--- config.mk ---
export PLATFORM = sky130hd
export DESIGN_NAME = uart_rx_with_ring_buffer_core
export DESIGN_NICKNAME = d
export VERILOG_FILES = /design/src/sv/urxrb_pkg.sv /design/src/sv/urxrb_ram.sv /design/src/sv/urxrb_frame.sv /design/src/sv/uart_rx_with_ring_buffer_core.sv
export SDC_FILE = /design/constraint.sdc
export NUM_CORES = 2
export LEC_CHECK = 0
export BUFFER_PORTS_ARGS = -buffer_cell sky130_fd_sc_hd__buf_2
export CAP_MARGIN = 20
export CORE_UTILIZATION = 32
export CTS_CLUSTER_SIZE = 16
export DETAILED_ROUTE_END_ITERATION = 6
export PLACE_DENSITY = 0.48
export SLEW_MARGIN = 10
export SYNTH_ARGS = -nofsm -noshare
export SYNTH_HDL_FRONTEND = slang
export SYNTH_SLANG_ARGS = --single-unit
--- constraint.sdc ---
create_clock -name clk -period 7.85 [get_ports clk]
set_input_delay 0.785 -clock clk [delete_from_list [all_inputs] [get_ports clk]]
set_output_delay 0.785 -clock clk [all_outputs]
set_load 0.02 [all_outputs]
--- src/sv/urxrb_pkg.sv ---
// ----------------------------------------------------------------------------
// urxrb_pkg
// Shared types and constants for the 8N1 receiver with receive ring buffer.
// ----------------------------------------------------------------------------
package urxrb_pkg;

  localparam int unsigned RING_DEPTH_DEF = 256;
  localparam logic [15:0] BIT_TICKS_RST  = 16'd104;

  // request kinds
  localparam logic [1:0] OP_TICK  = 2'd0;
  localparam logic [1:0] OP_READ  = 2'd1;
  localparam logic [1:0] OP_FLUSH = 2'd2;

  // receive events
  localparam logic [2:0] EV_NONE        = 3'd0;
  localparam logic [2:0] EV_STORED      = 3'd1;
  localparam logic [2:0] EV_DROPPED     = 3'd2;
  localparam logic [2:0] EV_BAD_STOP    = 3'd3;
  localparam logic [2:0] EV_FALSE_START = 3'd4;

  typedef enum logic [3:0] {
    PH_IDLE  = 4'b0001,
    PH_START = 4'b0010,
    PH_DATA  = 4'b0100,
    PH_STOP  = 4'b1000
  } rx_phase_t;

  // what the frame receiver reports for one tick
  typedef struct packed {
    logic       stop_ok;
    logic       bad_stop;
    logic       false_start;
    logic [7:0] rx_byte;
  } rx_res_t;

endpackage

--- src/sv/urxrb_ram.sv ---
// ----------------------------------------------------------------------------
// urxrb_ram
// Generic single-write, single-read RAM with registered read data.
// ----------------------------------------------------------------------------
module urxrb_ram #(
  parameter int unsigned WIDTH = 8,
  parameter int unsigned DEPTH = 256
) (
  input  logic                     clk,
  input  logic                     we,
  input  logic [$clog2(DEPTH)-1:0] waddr,
  input  logic [WIDTH-1:0]         wdata,
  input  logic [$clog2(DEPTH)-1:0] raddr,
  output logic [WIDTH-1:0]         rdata
);

  logic [WIDTH-1:0] mem [DEPTH];

  always_ff @(posedge clk) begin
    if (we) begin
      mem[waddr] <= wdata;
    end
    rdata <= mem[raddr];
  end

endmodule

--- src/sv/urxrb_frame.sv ---
// ----------------------------------------------------------------------------
// urxrb_frame
// 8N1 frame receiver: start detect, half-bit recheck, eight data bits, stop.
// ----------------------------------------------------------------------------
module urxrb_frame
  import urxrb_pkg::*;
(
  input  logic        clk,
  input  logic        rst,
  input  logic        tick,
  input  logic        level,
  input  logic [15:0] bit_ticks,
  output rx_res_t     res
);

  rx_phase_t   phase, phase_next;
  logic [15:0] countdown, countdown_next;
  logic [7:0]  shift_byte, shift_byte_next;
  logic [3:0]  bits_taken, bits_taken_next;
  logic        prev_level, prev_level_next;

  logic [15:0] period_full, period_half, dec;
  logic [3:0]  bits_inc;

  always_comb begin
    period_full = (bit_ticks == 16'd0) ? 16'd1 : bit_ticks;
    period_half = (bit_ticks[15:1] == 15'd0) ? 16'd1 : {1'b0, bit_ticks[15:1]};
    dec         = countdown - 16'd1;
    bits_inc    = bits_taken + 4'd1;

    phase_next      = phase;
    countdown_next  = countdown;
    shift_byte_next = shift_byte;
    bits_taken_next = bits_taken;
    prev_level_next = prev_level;
    res             = '0;
    res.rx_byte     = shift_byte;

    if (tick) begin
      prev_level_next = level;
      case (phase)
        PH_IDLE: begin
          if (prev_level && !level) begin
            phase_next     = PH_START;
            countdown_next = period_half;
          end
        end
        PH_START: begin
          countdown_next = dec;
          if (dec == 16'd0) begin
            if (!level) begin
              shift_byte_next = 8'd0;
              bits_taken_next = 4'd0;
              phase_next      = PH_DATA;
              countdown_next  = period_full;
            end else begin
              phase_next      = PH_IDLE;
              res.false_start = 1'b1;
            end
          end
        end
        PH_DATA: begin
          countdown_next = dec;
          if (dec == 16'd0) begin
            shift_byte_next = {level, shift_byte[7:1]};
            bits_taken_next = bits_inc;
            if (bits_inc[3]) begin
              phase_next = PH_STOP;
            end
            countdown_next = period_full;
          end
        end
        PH_STOP: begin
          countdown_next = dec;
          if (dec == 16'd0) begin
            res.stop_ok  = level;
            res.bad_stop = !level;
            phase_next   = PH_IDLE;
          end
        end
        default: begin
          phase_next = PH_IDLE;
        end
      endcase
    end
  end

  always_ff @(posedge clk) begin
    if (rst) begin
      phase      <= PH_IDLE;
      countdown  <= 16'd0;
      shift_byte <= 8'd0;
      bits_taken <= 4'd0;
      prev_level <= 1'b1;
    end else begin
      phase      <= phase_next;
      countdown  <= countdown_next;
      shift_byte <= shift_byte_next;
      bits_taken <= bits_taken_next;
      prev_level <= prev_level_next;
    end
  end

endmodule

--- src/sv/uart_rx_with_ring_buffer_core.sv ---
// ----------------------------------------------------------------------------
// uart_rx_with_ring_buffer_core
// 8N1 serial receiver fed by line samples, with a receive ring buffer.
// ----------------------------------------------------------------------------
//  channel   dir  handshake                  payload
//  s_axis    in   s_axis_tvalid/tready       tuser opcode, tdata line_level
//  m_axis    out  m_axis_tvalid/tready       tuser read_valid, tdata result
//  cfg       in   cfg_wr_en                  cfg_wr_data = bit_ticks
//
// one request per clock unless m_axis stalls; input register, result register
// ring reads come from a registered-read ram that is prefetched at the next
// read index, with a bypass for a byte written at that same index
// rst is synchronous; ring contents are not cleared, indices reset to zero
// a stalled result holds in the output register, one more request waits in
// the input register, then s_axis_tready drops
// ----------------------------------------------------------------------------
module uart_rx_with_ring_buffer_core
  import urxrb_pkg::*;
#(
  parameter int unsigned RING_DEPTH = RING_DEPTH_DEF
) (
  input  logic        clk,
  input  logic        rst,
  input  logic        s_axis_tvalid,
  output logic        s_axis_tready,
  input  logic [7:0]  s_axis_tdata,   // [0] line_level, [7:1] zero
  input  logic [1:0]  s_axis_tuser,   // [1:0] opcode
  output logic        m_axis_tvalid,
  input  logic        m_axis_tready,
  output logic [23:0] m_axis_tdata,   // [7:0] read_data, [15:8] bytes_available,
                                      // [18:16] rx_event, [23:19] zero
  output logic        m_axis_tuser,   // [0] read_valid
  input  logic        cfg_wr_en,
  input  logic [15:0] cfg_wr_data
);

  localparam int unsigned AW = $clog2(RING_DEPTH);
  localparam int unsigned CW = (AW + 1 > 9) ? AW + 1 : 9;

  logic [15:0] bit_ticks;

  // input register
  logic       s1_valid;
  logic [1:0] s1_op;
  logic       s1_level;

  logic advance, fire, tick;
  rx_res_t rx_res;

  logic [AW-1:0] wr_idx, rd_idx, wr_idx_next, rd_idx_next, rd_addr;
  logic [AW-1:0] wr_inc, rd_inc;
  logic          ram_we;
  logic [7:0]    ram_q, head_byte, byp_data;
  logic          byp_valid;

  logic [7:0]    res_data, res_avail;
  logic          res_valid;
  logic [2:0]    res_event;
  logic [CW-1:0] cnt_wide;

  assign advance       = !m_axis_tvalid || m_axis_tready;
  assign fire          = s1_valid && advance;
  assign s_axis_tready = !s1_valid || advance;
  assign tick          = fire && (s1_op == OP_TICK);

  always_ff @(posedge clk) begin
    if (rst) begin
      bit_ticks <= BIT_TICKS_RST;
    end else if (cfg_wr_en) begin
      bit_ticks <= cfg_wr_data;
    end
  end

  always_ff @(posedge clk) begin
    if (rst) begin
      s1_valid <= 1'b0;
    end else if (s_axis_tready) begin
      s1_valid <= s_axis_tvalid;
    end
  end

  always_ff @(posedge clk) begin
    if (s_axis_tready) begin
      s1_op    <= s_axis_tuser;
      s1_level <= s_axis_tdata[0];
    end
  end

  urxrb_frame u_frame (
    .clk       (clk),
    .rst       (rst),
    .tick      (tick),
    .level     (s1_level),
    .bit_ticks (bit_ticks),
    .res       (rx_res)
  );

  assign wr_inc = (wr_idx == AW'(RING_DEPTH - 1)) ? '0 : wr_idx + 1'b1;
  assign rd_inc = (rd_idx == AW'(RING_DEPTH - 1)) ? '0 : rd_idx + 1'b1;

  // byte at the read index, newest write wins
  assign head_byte = byp_valid ? byp_data : ram_q;

  always_comb begin
    wr_idx_next = wr_idx;
    rd_idx_next = rd_idx;
    ram_we      = 1'b0;
    res_data    = 8'd0;
    res_valid   = 1'b0;
    res_event   = EV_NONE;
    case (s1_op)
      OP_TICK: begin
        if (rx_res.stop_ok) begin
          if (wr_inc != rd_idx) begin
            ram_we      = fire;
            wr_idx_next = wr_inc;
            res_event   = EV_STORED;
          end else begin
            res_event = EV_DROPPED;
          end
        end else if (rx_res.bad_stop) begin
          res_event = EV_BAD_STOP;
        end else if (rx_res.false_start) begin
          res_event = EV_FALSE_START;
        end
      end
      OP_READ: begin
        if (wr_idx != rd_idx) begin
          res_data    = head_byte;
          res_valid   = 1'b1;
          rd_idx_next = rd_inc;
        end
      end
      OP_FLUSH: begin
        wr_idx_next = '0;
        rd_idx_next = '0;
      end
      default: begin
      end
    endcase

    if (wr_idx_next >= rd_idx_next) begin
      cnt_wide = CW'(wr_idx_next) - CW'(rd_idx_next);
    end else begin
      cnt_wide = CW'(RING_DEPTH) - CW'(rd_idx_next) + CW'(wr_idx_next);
    end
    res_avail = (cnt_wide > CW'(255)) ? 8'hFF : cnt_wide[7:0];
  end

  assign rd_addr = fire ? rd_idx_next : rd_idx;

  always_ff @(posedge clk) begin
    if (rst) begin
      wr_idx <= '0;
      rd_idx <= '0;
    end else if (fire) begin
      wr_idx <= wr_idx_next;
      rd_idx <= rd_idx_next;
    end
  end

  urxrb_ram #(
    .WIDTH (8),
    .DEPTH (RING_DEPTH)
  ) u_ring (
    .clk   (clk),
    .we    (ram_we),
    .waddr (wr_idx),
    .wdata (rx_res.rx_byte),
    .raddr (rd_addr),
    .rdata (ram_q)
  );

  always_ff @(posedge clk) begin
    if (rst) begin
      byp_valid <= 1'b0;
    end else begin
      byp_valid <= ram_we && (wr_idx == rd_addr);
    end
  end

  always_ff @(posedge clk) begin
    byp_data <= rx_res.rx_byte;
  end

  // result register
  always_ff @(posedge clk) begin
    if (rst) begin
      m_axis_tvalid <= 1'b0;
    end else if (advance) begin
      m_axis_tvalid <= s1_valid;
    end
  end

  always_ff @(posedge clk) begin
    if (fire) begin
      m_axis_tdata <= {5'd0, res_event, res_avail, res_data};
      m_axis_tuser <= res_valid;
    end
  end

  a_ring_bound: assert property (@(posedge clk) disable iff (rst)
    cnt_wide <= CW'(RING_DEPTH - 1))
    else $error("ring fill exceeds depth minus one");

  a_read_no_event: assert property (@(posedge clk) disable iff (rst)
    m_axis_tvalid && m_axis_tuser |-> m_axis_tdata[18:16] == EV_NONE)
    else $error("read result carries a receive event");

  a_empty_read_zero: assert property (@(posedge clk) disable iff (rst)
    m_axis_tvalid && !m_axis_tuser |-> m_axis_tdata[7:0] == 8'd0)
    else $error("read data nonzero without a popped byte");

  a_write_on_tick: assert property (@(posedge clk) disable iff (rst)
    ram_we |-> fire && (s1_op == OP_TICK) && rx_res.stop_ok)
    else $error("ring write outside a good stop bit");

endmodule

==> impl_metrics.yaml <==
run_status:
  run_status: "finished clean"
cells_and_area:
  nFillCells: 26098
  area_delta_synth_final_pct: 13.3
  drive_gt1_share_pct: 11.0
  nNetsFinal: 6609
clock_network:
  cts.path.max_buffers: 3
  post_cts_buffers: 0
  htree_levels: 4
  cts_made_buffers: 225
  cts_root_buffer: "clkbuf_16"
  clock_sinks: 2155
  post_cts_resized: 0
  clk_pin_slew_worst_paths_ns: 0.06
  postCtsHoldBufs: 0
  cts_tree: "done"
  insertion_delay_ns: 0.90
pwr:
  power_density_nw_per_um2: 257
  ir_drop_mv: 0.231
  power_uw: 25700
  p_leak_uw: 0.0357
worst_setup_path:
  rrSetupSlack_ns: 1.47
  r2r_end: "u_ring.mem[235][7]"
  start_kind: "register"
  rr_startpoint: "wr_idx[0]"
  cp_data_arrival_time_ns: 6.84
  crit_required_ns: 8.31
  critPathKind: "register to register"
  crit_fanout: 21
  rr_worst_depth: 12
  end_kind: "register"
sta:
  report.final.slew_viol_count: 0
  setup-violations-final: 0
  fin_skew_ns: 0.0665
  holdWs_ns: 0.0707
  post-route-min-period_ns: 6.38
  rsz0062_at_grt: "no"
  tns_ns: 0
  clock.fmax_ghz: 0.157
  fin_crit_sh_pct: 81.2
  slew-limit-headroom_pct: 19.0
  tightest_slew_ns: 1.21
  hold_viol: 0
  setup_ws_ns: 1.47
worst_hold_path:
  min_path_cells: 1
  hp-start: "s_axis_tdata[0]"
  whs_endpoint: "s1_level"
  hp-class: "primary input to register"
placement:
  gp_congestion: 0.862
  port_buffers: 45
  pre_cts_slack_ns: 1.00
  dpl.hpwl_um: 187000
floorplanning:
  io_pins: 58
  fp.dieH_um: 527
  start_util_pct: 32.2
  rows: 192
  die_x_um: 527
  core_area_um2: 274000
  dieArea_um2: 277000
global_route:
  antenna_found_initial: 21
  grt_max_degree: 196
  gr-total-overflow: 0
  grt_first_pass_wirelength_um: 429000
  grt_pass1_vias: 53859
  track_usage_pct: 21.7
route:
  dr.pass1.iters: 6
  wl_per_cell_um: 29.8
  top_layer_used: "met5"
  via_per_inst: 5.53
  vias: 57207
  drc: 0
  drtAntennaViolNets: 0
  wirelength_um: 308000
  dr_wl_met2_um: 139000
  wl_met3_um: 25600
  drt-met1-wl_um: 133000
  drt_iter0_drc: 7043
run:
  drv_cap: 0
yosys:
  yosysUniqueCellTypes: 106
  syn-instance-count: 6497
  netlist_area_um2: 88100
  yosysWarnings: 0
  synth_ff_type: "edfxtp_1"
  seq_area_frac_synth_pct: 72.5
  avgSynthCellArea_um2: 13.6
  ys_seq_elements: 2155
  synth_top_cell_by_area: "edfxtp_1"
  synth_edf_count: 2071
  synth_area_leaders: "edfxtp_1 71%, nand2_1 6.5%, nand3_1 4.0%"
  async_flop_share_pct: 0
  synth_top_area_share_pct: 70.6
## stage by stage
step	instance area, µm²	instances	util (%)
CTS	99700	10336	36.4
global placement	92500	9911	33.8
global route	99800	10340	36.5
floorplan	88100	6501	-
detailed placement	92600	9916	33.8
finish	99800	10350	36.5
## where the power goes
part | internal (µW) | leakage, µW | total (µW) | switching, µW
Combinational | 644 | 0.00875 | 2680 | 2040
Sequential | 12400 | 0.0235 | 12500 | 40.5
Clock | 5900 | 0.00346 | 10500 | 4620
## final cells by class
type / count / area (µm²) / area share (%)
clock buffers: 284 / 5860 / 5.87
multi-input cells: 3883 / 21800 / 21.9
inverters: 24 / 90.1 / 0.0903
well taps: 3589 / 4490 / 4.50
diodes: 10 / 25.0 / 0.0251
clock inverters: 136 / 1290 / 1.29
repair buffers: 269 / 2310 / 2.32
flip-flops and latches: 2155 / 63900 / 64.0
## synth_stat cells, types with 8 or more instances
cell type,count
a211oi_1,61
a21o_1,9
a21oi_1,90
a221oi_1,12
a22oi_1,24
a311oi_1,35
a31oi_1,125
a32o_1,8
a32oi_1,91
and3_1,102
buf_1,33
buf_12,11
buf_2,198
buf_4,56
buf_6,26
clkbuf_1,111
dfxtp_1,84
edfxtp_1,2071
ha_1,19
inv_1,23
mux2i_1,150
mux4_2,79
nand2_1,1531
nand2b_1,9
nand3_1,702
nand4_1,73
nor2_1,379
nor2b_1,14
nor3_1,28
nor4_1,17
o2111ai_1,9
o211ai_1,11
o21ai_0,70
o22ai_1,15
or3_1,12
xnor2_1,29
xor2_1,13
## worst max-delay path: stages, from the launching register on
cell and delay [ns]:
dfxtp_1 0.60, ha_1 0.46, nand3_2 0.20, buf_4 0.42
o21ai_0 0.25, mux2i_1 0.11, a21oi_1 0.18, o21ai_0 0.14
a31oi_1 0.33, nand3_1 0.47, nor3_2 0.92, nand3_1 0.76
nor2_1 1.08
## cell usage in the layout, fill, tap and decap left out, types with 16 or more instances in the layout
| cell type | instances |
|---|---|
| and3_1 | 102 |
| nor2_1 | 366 |
| a31oi_1 | 125 |
| a22oi_1 | 24 |
| buf_4 | 189 |
| mux4_2 | 79 |
| o21ai_0 | 68 |
| clkinv_2 | 35 |
| ha_1 | 19 |
| nand3_1 | 699 |
| nor4_1 | 16 |
| clkinv_1 | 64 |
| mux2i_1 | 150 |
| edfxtp_1 | 2071 |
| a211oi_1 | 61 |
| clkbuf_16 | 225 |
| clkbuf_1 | 58 |
| a311oi_1 | 35 |
| buf_2 | 47 |
| inv_1 | 23 |
| nand4_1 | 73 |
| nor3_1 | 23 |
| nand2_1 | 1526 |
| xnor2_1 | 29 |
| a21oi_1 | 88 |
| buf_12 | 29 |
| dfxtp_1 | 76 |
| a32oi_1 | 91 |
| bufinv_16 | 19 |
## routing by layer
layer  vias to the layer above  track usage (%)
li1                      24446                -
met1                     29725             30.9
met2                      2581             33.4
met3                       447             3.77
met4                         8             7.29
met5                         -                0
## worst max path at each step
stage	to	from	cells after the start	slack [ns]
6_report	u_ring.mem[235][7]	wr_idx[0]	12	1.47
5_1_grt	u_ring.mem[235][7]	wr_idx[0]	12	1.20
4_1_cts	u_ring.mem[235][7]	wr_idx[0]	12	1.58
3_5_place_dp	u_ring.rdata[7]	m_axis_tready	13	1.00
3_3_place_gp	u_ring.rdata[7]	m_axis_tready	13	1.06
2_1_floorplan	m_axis_tdata[11]	m_axis_tready	20	2.91
## kinds of logic after synthesis
kind of cell	count (synthesis)	share of synthesized area [%]
AND/OR/NAND/NOR	2922	14.5
adder cells (fa/ha/maj)	20	0.293
buffers and inverters	463	2.96
multiplexers	236	3.86
flip-flops	2155	72.5
other	1	0.00426
AO/OA/AOI/OAI	653	5.42
XOR/XNOR	47	0.510
## registers in the layout (all words and copies together) (netlist names)
name                cells
m_axis_tuser            1
bit_ticks              16
u_frame.phase           4
m_axis_tvalid           1
byp_valid               1
u_frame.shift_byte      8
u_ring.rdata            8
u_ring.mem           2048
s1_valid                1
rd_idx                  8
u_frame.bits_taken      4
u_frame.prev_level      1
s1_op                   2
s1_level                1
m_axis_tdata           19
u_frame.countdown      16
byp_data                8
wr_idx                  8
Note: power is estimated with default switching activity, not from simulation.
